File: src/brle_pkg.sv
// Package for the bit run-length encoder: payload structs of both channels,
// the item that travels from the front end to the scanner, and queue sizing.
// No dependencies.
package brle_pkg;

   // Input beat: one byte of the stream, bit 7 scanned first.
   typedef struct packed {
      logic [7:0] data_byte;
      logic       last_byte;
   } brle_req_type;

   // Output beat: one run record.
   typedef struct packed {
      logic       out_bit;
      logic [6:0] out_length;
      logic       item_done;
      logic       stream_end;
   } brle_rsp_type;

   // Classified byte: later_chg[p] is set when some bit below position p
   // differs from its upper neighbor, i.e. the byte closes a run after p.
   typedef struct packed {
      logic [7:0] data_byte;
      logic       last_byte;
      logic [7:0] later_chg;
   } brle_item_type;

   localparam int unsigned QueueDepth = 2;
   localparam int unsigned QueuePtrW  = (QueueDepth > 1) ? $clog2(QueueDepth) : 1;
   localparam int unsigned QueueCntW  = $clog2(QueueDepth + 1);

   localparam logic [2:0] BitPosFirst = 3'd7;
   localparam logic [2:0] BitPosLast  = 3'd0;

endpackage

File: src/brle_front.sv
// Front end of the bit run-length encoder: input register that takes byte
// beats and marks, per bit position, whether a run change follows below it.
// Depends on brle_pkg.
module brle_front (
   input  logic                   clock,
   input  logic                   reset,
   input  logic                   req_valid,
   output logic                   req_stall,
   input  brle_pkg::brle_req_type req_data,
   output logic                   item_valid,
   input  logic                   item_full,
   output brle_pkg::brle_item_type item_data
);
   import brle_pkg::*;

   function automatic logic [7:0] later_changes(input logic [7:0] d);
      logic [7:0] m;
      m[0] = 1'b0;
      for (int p = 1; p < 8; p++) begin
         m[p] = m[p-1] | (d[p-1] ^ d[p]);
      end
      return m;
   endfunction

   logic          front_valid_ff, front_valid_in;
   brle_item_type front_item_ff, front_item_in;
   logic          push;
   logic          load;

   assign push      = front_valid_ff && !item_full;
   assign req_stall = front_valid_ff && !push;
   assign load      = !req_stall;

   always_comb begin
      front_valid_in = load ? req_valid : front_valid_ff;
      front_item_in  = front_item_ff;
      if (load && req_valid) begin
         front_item_in.data_byte = req_data.data_byte;
         front_item_in.last_byte = req_data.last_byte;
         front_item_in.later_chg = later_changes(req_data.data_byte);
      end
   end

   always_ff @(posedge clock) begin
      if (reset) begin
         front_valid_ff <= 1'b0;
      end else begin
         front_valid_ff <= front_valid_in;
      end
      front_item_ff <= front_item_in;
   end

   assign item_valid = front_valid_ff;
   assign item_data  = front_item_ff;

endmodule

File: src/brle_queue.sv
// Short FIFO between the front end and the run scanner of the bit
// run-length encoder. Depends on brle_pkg.
module brle_queue (
   input  logic                    clock,
   input  logic                    reset,
   input  logic                    push_valid,
   input  brle_pkg::brle_item_type push_data,
   output logic                    full,
   output logic                    head_valid,
   output brle_pkg::brle_item_type head_data,
   input  logic                    pop
);
   import brle_pkg::*;

   localparam logic [QueuePtrW-1:0] PtrLast = QueuePtrW'(QueueDepth - 1);
   localparam logic [QueueCntW-1:0] CntFull = QueueCntW'(QueueDepth);

   brle_item_type          entries_ff [QueueDepth];
   logic [QueuePtrW-1:0]   wr_ptr_ff, wr_ptr_in;
   logic [QueuePtrW-1:0]   rd_ptr_ff, rd_ptr_in;
   logic [QueueCntW-1:0]   count_ff, count_in;
   logic                   do_push;
   logic                   do_pop;

   assign full       = (count_ff == CntFull);
   assign head_valid = (count_ff != '0);
   assign head_data  = entries_ff[rd_ptr_ff];
   assign do_push    = push_valid && !full;
   assign do_pop     = pop && head_valid;

   always_comb begin
      wr_ptr_in = wr_ptr_ff;
      rd_ptr_in = rd_ptr_ff;
      count_in  = count_ff;
      if (do_push) begin
         wr_ptr_in = (wr_ptr_ff == PtrLast) ? '0 : wr_ptr_ff + 1'b1;
      end
      if (do_pop) begin
         rd_ptr_in = (rd_ptr_ff == PtrLast) ? '0 : rd_ptr_ff + 1'b1;
      end
      if (do_push && !do_pop) begin
         count_in = count_ff + 1'b1;
      end else if (do_pop && !do_push) begin
         count_in = count_ff - 1'b1;
      end
   end

   always_ff @(posedge clock) begin
      if (reset) begin
         wr_ptr_ff <= '0;
         rd_ptr_ff <= '0;
         count_ff  <= '0;
      end else begin
         wr_ptr_ff <= wr_ptr_in;
         rd_ptr_ff <= rd_ptr_in;
         count_ff  <= count_in;
      end
      if (do_push) begin
         entries_ff[wr_ptr_ff] <= push_data;
      end
   end

endmodule

File: src/brle_back.sv
// Run scanner of the bit run-length encoder: walks one bit of the head byte
// per cycle while the output register can take a record, keeps the open run
// and drives the registered record output. Depends on brle_pkg.
module brle_back #(
   parameter int unsigned RUN_MAX = 127
) (
   input  logic                    clock,
   input  logic                    reset,
   input  logic                    head_valid,
   input  brle_pkg::brle_item_type head_data,
   output logic                    pop,
   output logic                    rsp_valid,
   input  logic                    rsp_stall,
   output brle_pkg::brle_rsp_type  rsp_data
);
   import brle_pkg::*;

   localparam logic [6:0] RunMaxLen = 7'(RUN_MAX);

   logic         run_bit_ff, run_bit_in;
   logic [6:0]   run_len_ff, run_len_in;
   logic [2:0]   pos_ff, pos_in;
   logic         flush_ff, flush_in;
   logic         rsp_valid_ff, rsp_valid_in;
   brle_rsp_type rsp_data_ff, rsp_data_in;

   logic         out_free;
   logic         step;
   logic         cur_bit;
   logic         eff_bit;
   logic         emit;
   logic         rec_bit;
   logic [6:0]   rec_len;
   logic         rec_done;
   logic         rec_end;

   // Scanner advances only when the output register can take a record.
   assign out_free = !rsp_valid_ff || !rsp_stall;
   assign step     = head_valid && out_free;
   assign cur_bit  = head_data.data_byte[pos_ff];
   // With no run open, the first bit of the byte opens it.
   assign eff_bit  = (run_len_ff == '0) ? cur_bit : run_bit_ff;

   always_comb begin
      run_bit_in = run_bit_ff;
      run_len_in = run_len_ff;
      pos_in     = pos_ff;
      flush_in   = flush_ff;
      pop        = 1'b0;
      emit       = 1'b0;
      rec_bit    = eff_bit;
      rec_len    = run_len_ff;
      rec_done   = 1'b0;
      rec_end    = 1'b0;

      if (step) begin
         if (flush_ff) begin
            emit       = 1'b1;
            rec_bit    = run_bit_ff;
            rec_len    = run_len_ff;
            rec_done   = 1'b1;
            rec_end    = 1'b1;
            run_bit_in = 1'b0;
            run_len_in = '0;
            flush_in   = 1'b0;
            pos_in     = BitPosFirst;
            pop        = 1'b1;
         end else begin
            run_bit_in = eff_bit;
            if (cur_bit == eff_bit) begin
               if (run_len_ff >= RunMaxLen) begin
                  emit       = 1'b1;
                  rec_len    = RunMaxLen;
                  run_len_in = 7'd1;
               end else begin
                  run_len_in = run_len_ff + 7'd1;
               end
            end else begin
               emit       = 1'b1;
               rec_len    = run_len_ff;
               run_bit_in = cur_bit;
               run_len_in = 7'd1;
            end
            // A record at this position is the byte's last unless a change
            // lies below, the fresh run can still hit the maximum, or a
            // flush follows.
            rec_done = !head_data.last_byte && !head_data.later_chg[pos_ff]
                       && ({4'd0, pos_ff} < RunMaxLen);
            if (pos_ff == BitPosLast) begin
               pos_in = BitPosFirst;
               if (head_data.last_byte) begin
                  flush_in = 1'b1;
               end else begin
                  pop = 1'b1;
               end
            end else begin
               pos_in = pos_ff - 3'd1;
            end
         end
      end

      if (emit) begin
         rsp_valid_in = 1'b1;
      end else if (rsp_stall) begin
         rsp_valid_in = rsp_valid_ff;
      end else begin
         rsp_valid_in = 1'b0;
      end

      rsp_data_in = rsp_data_ff;
      if (emit) begin
         rsp_data_in.out_bit    = rec_bit;
         rsp_data_in.out_length = rec_len;
         rsp_data_in.item_done  = rec_done;
         rsp_data_in.stream_end = rec_end;
      end
   end

   always_ff @(posedge clock) begin
      if (reset) begin
         run_bit_ff   <= 1'b0;
         run_len_ff   <= '0;
         pos_ff       <= BitPosFirst;
         flush_ff     <= 1'b0;
         rsp_valid_ff <= 1'b0;
      end else begin
         run_bit_ff   <= run_bit_in;
         run_len_ff   <= run_len_in;
         pos_ff       <= pos_in;
         flush_ff     <= flush_in;
         rsp_valid_ff <= rsp_valid_in;
      end
      rsp_data_ff <= rsp_data_in;
   end

   assign rsp_valid = rsp_valid_ff;
   assign rsp_data  = rsp_data_ff;

endmodule

File: src/bit_run_length_encoder.sv
// Bit run-length encoder. Bytes enter on the req_ channel, bit 7 first, and
// leave as run records (bit value, length 1..RUN_MAX) on the rsp_ channel;
// a byte flagged last_byte flushes the open run with stream_end set, and
// item_done marks the last record a byte causes. The scanner handles one
// bit per clock, walking all eight bits of a byte plus a flush step for a
// last byte, and records leave at most one per cycle from an output
// register. A two-entry queue sits in front of the scanner, so bytes keep
// arriving while it works; back-pressure on rsp_stall halts the scanner.
// Depends on brle_pkg, brle_front, brle_queue and brle_back.
module bit_run_length_encoder #(
   parameter int unsigned RUN_MAX = 127
) (
   input  logic                   clock,
   input  logic                   reset,
   input  logic                   req_valid,
   output logic                   req_stall,
   input  brle_pkg::brle_req_type req_data,
   output logic                   rsp_valid,
   input  logic                   rsp_stall,
   output brle_pkg::brle_rsp_type rsp_data
);
   import brle_pkg::*;

   logic          push_valid;
   brle_item_type push_data;
   logic          queue_full;
   logic          head_valid;
   brle_item_type head_data;
   logic          head_pop;

   brle_front u_front (
      .clock      (clock),
      .reset      (reset),
      .req_valid  (req_valid),
      .req_stall  (req_stall),
      .req_data   (req_data),
      .item_valid (push_valid),
      .item_full  (queue_full),
      .item_data  (push_data)
   );

   brle_queue u_queue (
      .clock      (clock),
      .reset      (reset),
      .push_valid (push_valid),
      .push_data  (push_data),
      .full       (queue_full),
      .head_valid (head_valid),
      .head_data  (head_data),
      .pop        (head_pop)
   );

   brle_back #(
      .RUN_MAX (RUN_MAX)
   ) u_back (
      .clock      (clock),
      .reset      (reset),
      .head_valid (head_valid),
      .head_data  (head_data),
      .pop        (head_pop),
      .rsp_valid  (rsp_valid),
      .rsp_stall  (rsp_stall),
      .rsp_data   (rsp_data)
   );

`ifndef SYNTHESIS
   a_end_is_done: assert property (@(posedge clock) disable iff (reset)
      rsp_valid && rsp_data.stream_end |-> rsp_data.item_done)
      else $error("stream_end record without item_done");

   a_len_range: assert property (@(posedge clock) disable iff (reset)
      rsp_valid |-> (rsp_data.out_length != 7'd0) &&
                    ({25'd0, rsp_data.out_length} <= RUN_MAX))
      else $error("record length out of range");

   a_pop_has_head: assert property (@(posedge clock) disable iff (reset)
      head_pop |-> head_valid)
      else $error("scanner retired a byte from an empty queue");
`endif

endmodule
File: config.mk
export PLATFORM = sky130hd
export DESIGN_NAME = bit_run_length_encoder
export DESIGN_NICKNAME = d
export VERILOG_FILES = /design/src/brle_pkg.sv /design/src/brle_front.sv /design/src/brle_queue.sv /design/src/brle_back.sv /design/src/bit_run_length_encoder.sv
export SDC_FILE = /design/constraint.sdc
export NUM_CORES = 1
export LEC_CHECK = 0
export BUFFER_PORTS_ARGS = -buffer_cell sky130_fd_sc_hd__buf_2
export CORE_UTILIZATION = 63
export DETAILED_ROUTE_END_ITERATION = 7
export PLACE_DENSITY = 0.95
export SLEW_MARGIN = 25
export SYNTH_ARGS = -nofsm -noshare
export SYNTH_HDL_FRONTEND = slang
export SYNTH_SLANG_ARGS = --single-unit
File: constraint.sdc
create_clock -name clock -period 4.8 [get_ports clock]
set_clock_uncertainty 0.05 [all_clocks]
set_input_delay 0.48 -clock clock [delete_from_list [all_inputs] [get_ports clock]]
set_output_delay 0.48 -clock clock [all_outputs]
set_load 0.05 [all_outputs]
==> reports/metrics.cfg, run 1 <==
[status]
outcome = completed

[pwr]
p_total_mw = 1.47
ir_drop_mv = 0.270
p_leak_nw = 1.28
powerDensity_nw_per_um2 = 409

[cells_and_area]
syn_to_final_growth_pct = 12.3
fin_nets = 283
final_common_cell = edfxtp_1
drive_gt1_share_pct = 22.2
mostFrequentLayoutCells = edfxtp_1, buf_2, nand2_1, nor2_1, dfxtp_1
multi_input_area_um2 = 987
fillers = 303
antennaDiodeCount = 0
register_area_um2 = 2120

[yosys]
ys_seq_area_share_pct = 66.2
netlist_area_um2 = 3210
syn-instance-count = 239
synth-seq-cells = 77
ys_types = 47
synth-main-ff-cell = edfxtp_1
avgSynthCellArea_um2 = 13.4
synth_nets = 257
async_reset_ff_share_pct = 0
yosysWarnings = 0
synth_edf_count = 58

[critical_path]
critical_path_class = reg -> reg
critPathLaunchType = flip-flop
critical_path_arrival_ps = 2930
required_ps = 4720
regToRegSetupSlack_ps = 1790
worst-path-max-fanout = 10
cp-end-kind = flip-flop

[floorplanning]
die_h_um = 73.3
rows = 25
initial_utilization_pct = 66.5
io_pins = 25
die_area_um2 = 5380
core_area_um2 = 4820
fp.dieW_um = 73.3

[sta]
fin_ws_ps = 1790
setup_viol = 0
finalCriticalPeriod_ps = 3010
slew_viol_final = 0
worst_pin_slew_ps = 881
final-hold-violation-count = 0
slew_headroom_pct = 41.3
rsz0062_at_grt = false
clock.fmax_mhz = 332
fin_setup_tns_ps = 0
period_share_pct = 62.7

[clock_tree]
hold_buffers = 0
cts_htree_levels = 3
cts_tree = done
post_cts_resized = 0
numCtsBuffers = 9
insertion_delay_ps = 350
clockBufferDepth = 2
root_buffer = clkbuf_8
clkSinkCount = 77
cts_setup_buffers = 0
cts.clk_slew.worst_paths_ps = 70

[worst_hold_path]
hold_class = in -> reg

[route]
viasPerCell = 5.89
via_count = 1986
post-route-drc-count = 0
dr.pass1.iters = 5
routed_wl_um = 5390
postRouteAntennaNets = 0
drtIter0Drc = 200
wl_per_cell_um = 16.0

[global_route]
grt_pass1_wl_um = 8520
grt_max_degree = 18
first_global_vias = 1859
antenna_found_initial = 0
grt_overflow = 0
grt_usage_pct = 22.6

[placement]
gp_congestion = 0.874
place_ws_ps = 1780
io_buffers = 24
dpl.hpwl_um = 3800

[flow_run]
cap_violations = 0

-- worst paths after layout --
check	startpoint	end	cells past startpoint
worst min register to register	u_front.item_data[1]	u_queue.entries_ff[0][0]	0
worst min-delay path	req_data[0]	u_front.item_data[8]	1
worst max register to register	flip-flop	u_back.rsp_data[4]	5
worst max-delay path	flip-flop	u_back.rsp_data[4]	5
-- routing by layer --
layer,part of all wire (%),vias up,track usage (%)
met5,0,-,0
met4,3.7,0,12.0
met3,5.3,19,8.37
met2,53,79,39.1
met1,38,960,24.2
li1,-,928,-
-- cell families after synthesis --
| group | after synthesis | share of synthesized area, % |
|---|---|---|
| xor+xnor | 9 | 2.46 |
| mux | 12 | 6.79 |
| simple gates | 77 | 11.6 |
| buf+inv | 22 | 3.01 |
| compound gates | 37 | 7.96 |
| fa+ha+maj | 5 | 1.95 |
| flops | 77 | 66.2 |
-- final cells by class --
class | instances | area share [%]
Clock buffer | 12 | 4.31
Inverter | 10 | 1.04
Timing Repair Buffer | 27 | 3.96
Sequential cell | 77 | 59.0
Multi-Input combinational cell | 140 | 27.4
Clock inverter | 4 | 1.98
Tap cell | 67 | 2.33
-- report_power, final --
part	total (mW)	internal, mW	switching [mW]
Sequential	0.778	0.751	0.0268
Clock	0.535	0.319	0.216
Combinational	0.160	0.0607	0.0993
-- critical path, stage by stage, from the launching register on --
cell,delay [ps]
dfxtp_1,680
mux4_2,590
o22ai_2,220
o221a_2,270
nor3_4,80
a21oi_1,740
-- registers in the layout, indices dropped and copies added, names as in the netlist, named ones only --
register	flops
u_back.rsp_data	10
u_queue.wr_ptr_ff	1
u_back.run_len_ff	7
u_back.rsp_valid	1
u_front.item_valid	1
u_back.pos_ff	3
u_queue.entries_ff	32
u_front.item_data	16
u_back.flush_ff	1
u_back.run_bit_ff	1
u_queue.count_ff	2
u_queue.rd_ptr_ff	1
-- cell usage after synthesis (all sizes together) (4+ instances only) --
master / number / area, um^2
edfxtp: 58 / 1740
nand2: 23 / 86.3
nor2: 22 / 82.6
dfxtp: 19 / 380
inv: 10 / 37.5
a21oi: 8 / 40.0
clkbuf: 8 / 30.0
o21ai: 8 / 40.0
nand3: 7 / 35.0
xor2: 7 / 61.3
mux4: 6 / 135
a31oi: 5 / 31.3
ha: 5 / 62.6
mux2: 5 / 60.1
nand2b: 5 / 31.3
nor3: 5 / 36.3
buf: 4 / 28.8
nor2b: 4 / 25.0
-- through the flow --
stage | hold WS, ps | utilization (%) | std cells | instance area, um^2
2_1_floorplan | 371 | - | 239 | 3210
3_3_place_gp | 372 | 70.0 | 321 | 3370
3_5_place_dp | 384 | 70.0 | 321 | 3370
4_1_cts | 254 | 74.7 | 337 | 3600
5_1_grt | 251 | 74.7 | 337 | 3600
6_report | 258 | 74.7 | 337 | 3600
Note: power is estimated with default switching activity, not from simulation.
==> run 2, diff against run 1 <==
--- a/config.mk
+++ b/config.mk
@@ -6,9 +6,9 @@
 export NUM_CORES = 1
 export LEC_CHECK = 0
 export BUFFER_PORTS_ARGS = -buffer_cell sky130_fd_sc_hd__buf_2
-export CORE_UTILIZATION = 63
+export CORE_UTILIZATION = 53
 export DETAILED_ROUTE_END_ITERATION = 7
-export PLACE_DENSITY = 0.95
+export PLACE_DENSITY = 0.87
 export SLEW_MARGIN = 25
 export SYNTH_ARGS = -nofsm -noshare
 export SYNTH_HDL_FRONTEND = slang
==> constraint.sdc (replaced) <==
create_clock -name clock -period 2.6 [get_ports clock]
set_clock_uncertainty 0.05 [all_clocks]
set_input_delay 0.26 -clock clock [delete_from_list [all_inputs] [get_ports clock]]
set_output_delay 0.26 -clock clock [all_outputs]
set_load 0.05 [all_outputs]
==> run 2 against run 1 <==
Against the previous run: sequential share of layout area is 0.22 points lower; first-iteration DRC count is 48% lower; sequential power up 84%; non-clock buffer count rose by 3; power grew 82%; combinational power increased by 87%; via count shrank 3.0%; critical endpoint is now u_back.rsp_data[0]; largest power group unchanged; highest routed layer unchanged.
==> reports/metrics.cfg, run 2 (synthesis gave the netlist of run 1 again) <==
[route]
drtIter0Drc = 104
post-route-drc-count = 0
postRouteAntennaNets = 0
dr.pass1.iters = 4
routed_wl_um = 5140
wl_per_cell_um = 15.0
viasPerCell = 5.60
via_count = 1927

[pwr]
p_leak_nw = 1.29
switching_share_pct = 24.0
p_sw_mw = 0.644
pwr-share-comb_pct = 11.2
ir_drop_mv = 0.499
internal_power_mw = 2.04
p_total_mw = 2.68
powerDensity_nw_per_um2 = 742
p_clk_share_pct = 35.6
pwr-share-seq_pct = 53.3

[floorplanning]
initial_utilization_pct = 56.5
io_pins = 25
fp.dieW_um = 79.8
core_area_um2 = 5680
die_h_um = 79.8
die_area_um2 = 6360
rows = 27

[cells_and_area]
top_register = u_queue.entries_ff
stdcell_area_um2 = 3610
drive_gt1_share_pct = 23.2
stdcell_count = 344
mostFrequentLayoutCells = edfxtp_1, buf_2, nand2_1, nor2_1, dfxtp_1
fillers = 424
syn_to_final_growth_pct = 12.7
postLayoutCoreUtil_pct = 63.7
final_common_cell = edfxtp_1
antennaDiodeCount = 0
largest_register_ffs = 32
fin_nets = 286

[critical_path]
critical_path_class = reg -> reg
critical_path_arrival_ps = 2460
required_ps = 2600
critPathLaunchType = flip-flop
worst-path-max-fanout = 10
cp-end-kind = flip-flop

[sta]
slew_viol_final = 0
setup_viol = 0
slew_headroom_pct = 51.1
finalCriticalPeriod_ps = 2460
fin_setup_tns_ps = 0
rsz0062_at_grt = false
clock.fmax_mhz = 407
fin_ws_ps = 141
final-hold-violation-count = 0
hold_ws_ps = 51.1
worst_pin_slew_ps = 733
period_share_pct = 94.6

[clock_tree]
hold_buffers = 0
clkSinkCount = 77
cts_tree = done
clockBufferDepth = 2
cts.clk_slew.worst_paths_ps = 70
numCtsBuffers = 9
post_cts_resized = 0
cts_htree_levels = 3
cts_setup_buffers = 0
insertion_delay_ps = 340
root_buffer = clkbuf_8

[placement]
placed_cells = 329
gp_congestion = 0.815
dpl_cell_area_um2 = 3400
dpl.hpwl_um = 3680
place_ws_ps = 124
io_buffers = 24

[global_route]
grt_pass1_wl_um = 8690
grt_overflow = 0
antenna_found_initial = 0
grt_max_degree = 17
grt_usage_pct = 18.5
first_global_vias = 1970

[status]
outcome = completed

[worst_hold_path]
hold_class = in -> reg
hold_path_startpoint = req_data[0]

[flow_run]
cap_violations = 0

-- run 2: path summary, 6_finish.rpt --
kind | end | slack [ps] | depth (start not counted)
max reg2reg | u_back.rsp_data[0] | 140 | 6
min | u_front.item_data[8] | 50 | 1
min reg2reg | u_queue.entries_ff[0][2] | 400 | 0
max | u_back.rsp_data[0] | 140 | 6
-- run 2: power by group through the flow --
stage                     Clock (mW)  Sequential, mW  Combinational (mW)
after global placement             0            1.45               0.287
final                          0.954            1.43               0.300
after floorplan                    0            1.46               0.210
after detailed placement           0            1.46               0.299
after CTS                      0.970            1.43               0.301
after global routing            1.01            1.43               0.333
-- run 2: final cells by class --
cell class,instances,area [um^2],share of cell area [%]
tap,72,90.1,2.49
clock inverter,6,87.6,2.42
inverter,10,37.5,1.04
clock buffer,9,124,3.43
timing repair buffer,30,165,4.57
multi-input combinational,140,987,27.3
sequential,77,2120,58.7
-- run 2: metal layers --
layer,GRT usage [%],up-vias,part of all wire (%)
met5,0,-,0
met4,7.14,0,1.5
met3,6.17,9,4.4
met2,32.2,52,51
met1,20.8,928,43
li1,-,938,-
-- run 2: worst max-delay path, cell delays in order (launching register included) --
cell and delay, ps:
dfxtp_1 600, mux4_2 570, o22ai_2 210, o221a_2 260
nor3_4 80, a21oi_1 190, buf_4 210
==> run 3, diff against run 2 <==
--- a/config.mk
+++ b/config.mk
@@ -5,10 +5,12 @@
 export SDC_FILE = /design/constraint.sdc
 export NUM_CORES = 1
 export LEC_CHECK = 0
-export BUFFER_PORTS_ARGS = -buffer_cell sky130_fd_sc_hd__buf_2
-export CORE_UTILIZATION = 53
+export CORE_MARGIN = 2
+export CORE_UTILIZATION = 56
 export DETAILED_ROUTE_END_ITERATION = 7
-export PLACE_DENSITY = 0.87
+export DONT_BUFFER_PORTS = 1
+export PLACE_DENSITY = 0.86
+export SKIP_LAST_GASP = 1
 export SLEW_MARGIN = 25
 export SYNTH_ARGS = -nofsm -noshare
 export SYNTH_HDL_FRONTEND = slang
==> run 3 against run 2 <==
Against the previous run: via count fell by 2.0%; global-route usage rose by 0.32 points; non-clock buffer count fell by 11; cell area rose by 0.24%; critical path type unchanged; largest cell class unchanged.
==> reports/metrics.cfg, run 3 (synthesis gave the netlist of run 1 again) <==
[sta]
finalCriticalPeriod_ps = 2340
fin_setup_tns_ps = 0
rsz0062_at_grt = false
final-hold-violation-count = 0
worst_pin_slew_ps = 727
clock.fmax_mhz = 427
slew_viol_final = 0
hold_ws_ps = 77.4
setup_viol = 0
period_share_pct = 90.1
slew_headroom_pct = 51.5

[critical_path]
required_ps = 2600
worstSetupEndpoint = u_back.rsp_data[3]
critical_path_arrival_ps = 2340
path_cells = inv_1, ha_1, nor2b_1, and2_1, o41ai_2, nor3_4, a21oi_1, buf_4
crit_start = u_back.run_len_ff[0]
critPathMaxStageDelay_ps = 470
slowest_stage = o41ai_2
rr_startpoint = u_back.run_len_ff[0]
critical_path_class = reg -> reg
r2r-end = u_back.rsp_data[3]
critPathLaunchType = flip-flop
worst-path-max-fanout = 10
cp-end-kind = flip-flop
r2r.worst_path.cells = 8
regToRegSetupSlack_ps = 260

[global_route]
grt_pass1_wl_um = 8870
top_usage_layer = met2
grt_usage_pct = 18.8
first_global_vias = 1925
grt_max_degree = 17
antenna_found_initial = 0
grt_util_met1_pct = 20.5
grtUsageMet2_pct = 34.5
grt_overflow = 0
gr-usage-met3_pct = 4.86

[cells_and_area]
syn_to_final_growth_pct = 13.0
final_common_cell = edfxtp_1
drive_gt1_share_pct = 16.4
largest_register_ffs = 32
antennaDiodeCount = 0
postLayoutCoreUtil_pct = 65.8
fillers = 387
fin_nets = 275
mostFrequentLayoutCells = edfxtp_1, nand2_1, nor2_1, dfxtp_1, dlygate4sd3_1
top_register = u_queue.entries_ff

[clock_tree]
cts.clk_slew.worst_paths_ps = 70
cts_tree = done
clockBufferDepth = 2
insertion_delay_ps = 330
clkSinkCount = 77
numCtsBuffers = 9
cts_htree_levels = 3
cts_setup_buffers = 0
root_buffer = clkbuf_8

[route]
drtIter0Drc = 89
via_count = 1888
routed_wl_um = 5260
viasPerCell = 5.65
postRouteAntennaNets = 0
post-route-drc-count = 0
wl_per_cell_um = 15.8
dr.pass1.iters = 4

[flow_run]
cap_violations = 0

[placement]
dpl.hpwl_um = 3580
io_buffers = 0
gp_congestion = 0.842

[floorplanning]
io_pins = 25
initial_utilization_pct = 58.2
core_area_um2 = 5510
fp.dieW_um = 79.7
die_h_um = 79.7
die_area_um2 = 6350
rows = 27

[pwr]
powerDensity_nw_per_um2 = 739
p_total_mw = 2.68
ir_drop_mv = 0.650
p_leak_nw = 1.25

[status]
outcome = completed

[worst_hold_path]
hold_class = in -> reg

-- run 3: cell types whose count changed in the layout (fill, tap and decap cells not counted), sizes merged --
| cell | change |
|---|---|
| buf | -22 |
| dlygate4sd3 | +11 |
| clkinv | +1 |
| clkbuf | +1 |
| clkinvlp | -1 |
-- run 3: layout make-up --
cell class	count	area [um^2]	share of cell area, %
Clock inverter	6	86.3	2.38
Timing Repair Buffer	19	170	4.70
Clock buffer	10	128	3.52
Sequential cell	77	2120	58.6
Inverter	10	37.5	1.04
Tap cell	72	90.1	2.49
Multi-Input combinational cell	140	987	27.3
-- run 3: worst max-delay path: cells and delay by family, from the launching register on --
family | cells | cell delay (ps)
buffers and inverters | 2 | 280
AO/OA/AOI/OAI | 2 | 640
adder cells (fa/ha/maj) | 1 | 190
flip-flops | 1 | 440
AND/OR/NAND/NOR | 3 | 450
-- run 3: report_power, final --
part / internal, mW / switching (mW)
Sequential: 1.39 / 0.0634
Combinational: 0.117 / 0.156
Clock: 0.541 / 0.413
-- run 3: repair_timing --
| item | in CTS | in global routing |
|---|---|---|
| hold buffers | 11 | 0 |
| hold endpoints to repair | 21 | 0 |
| endpoints found under the setup margin | 0 | 12 |
| gates resized for setup | 0 | 1 |
-- run 3: through the flow --
step           std cells  instance area, um^2  setup WS [ps]
2_1_floorplan        239                 3210            106
3_3_place_gp         307                 3300            228
3_5_place_dp         307                 3300            145
4_1_cts              334                 3620            110
5_1_grt              334                 3620           74.2
6_report             334                 3620            258
-- run 3: worst min-delay path by stage --
stage                           end  slack (ps)  cells after the start         from
2_1_floorplan      u_back.rsp_valid         280                      1        reset
3_3_place_gp        u_back.flush_ff         280                      1        reset
3_5_place_dp   u_back.run_len_ff[0]         280                      1        reset
4_1_cts        u_front.item_data[1]          60                      1  req_data[2]
5_1_grt        u_front.item_data[1]          70                      1  req_data[2]
6_report       u_front.item_data[1]          80                      1  req_data[2]
-- run 3: per-layer routing --
layer	up-vias	part of all wire, %	routed length [um]
met5	-	0	0
met4	0	1.6	85
met3	11	3.4	180
met2	58	54	2870
met1	908	40	2130
li1	911	-	-
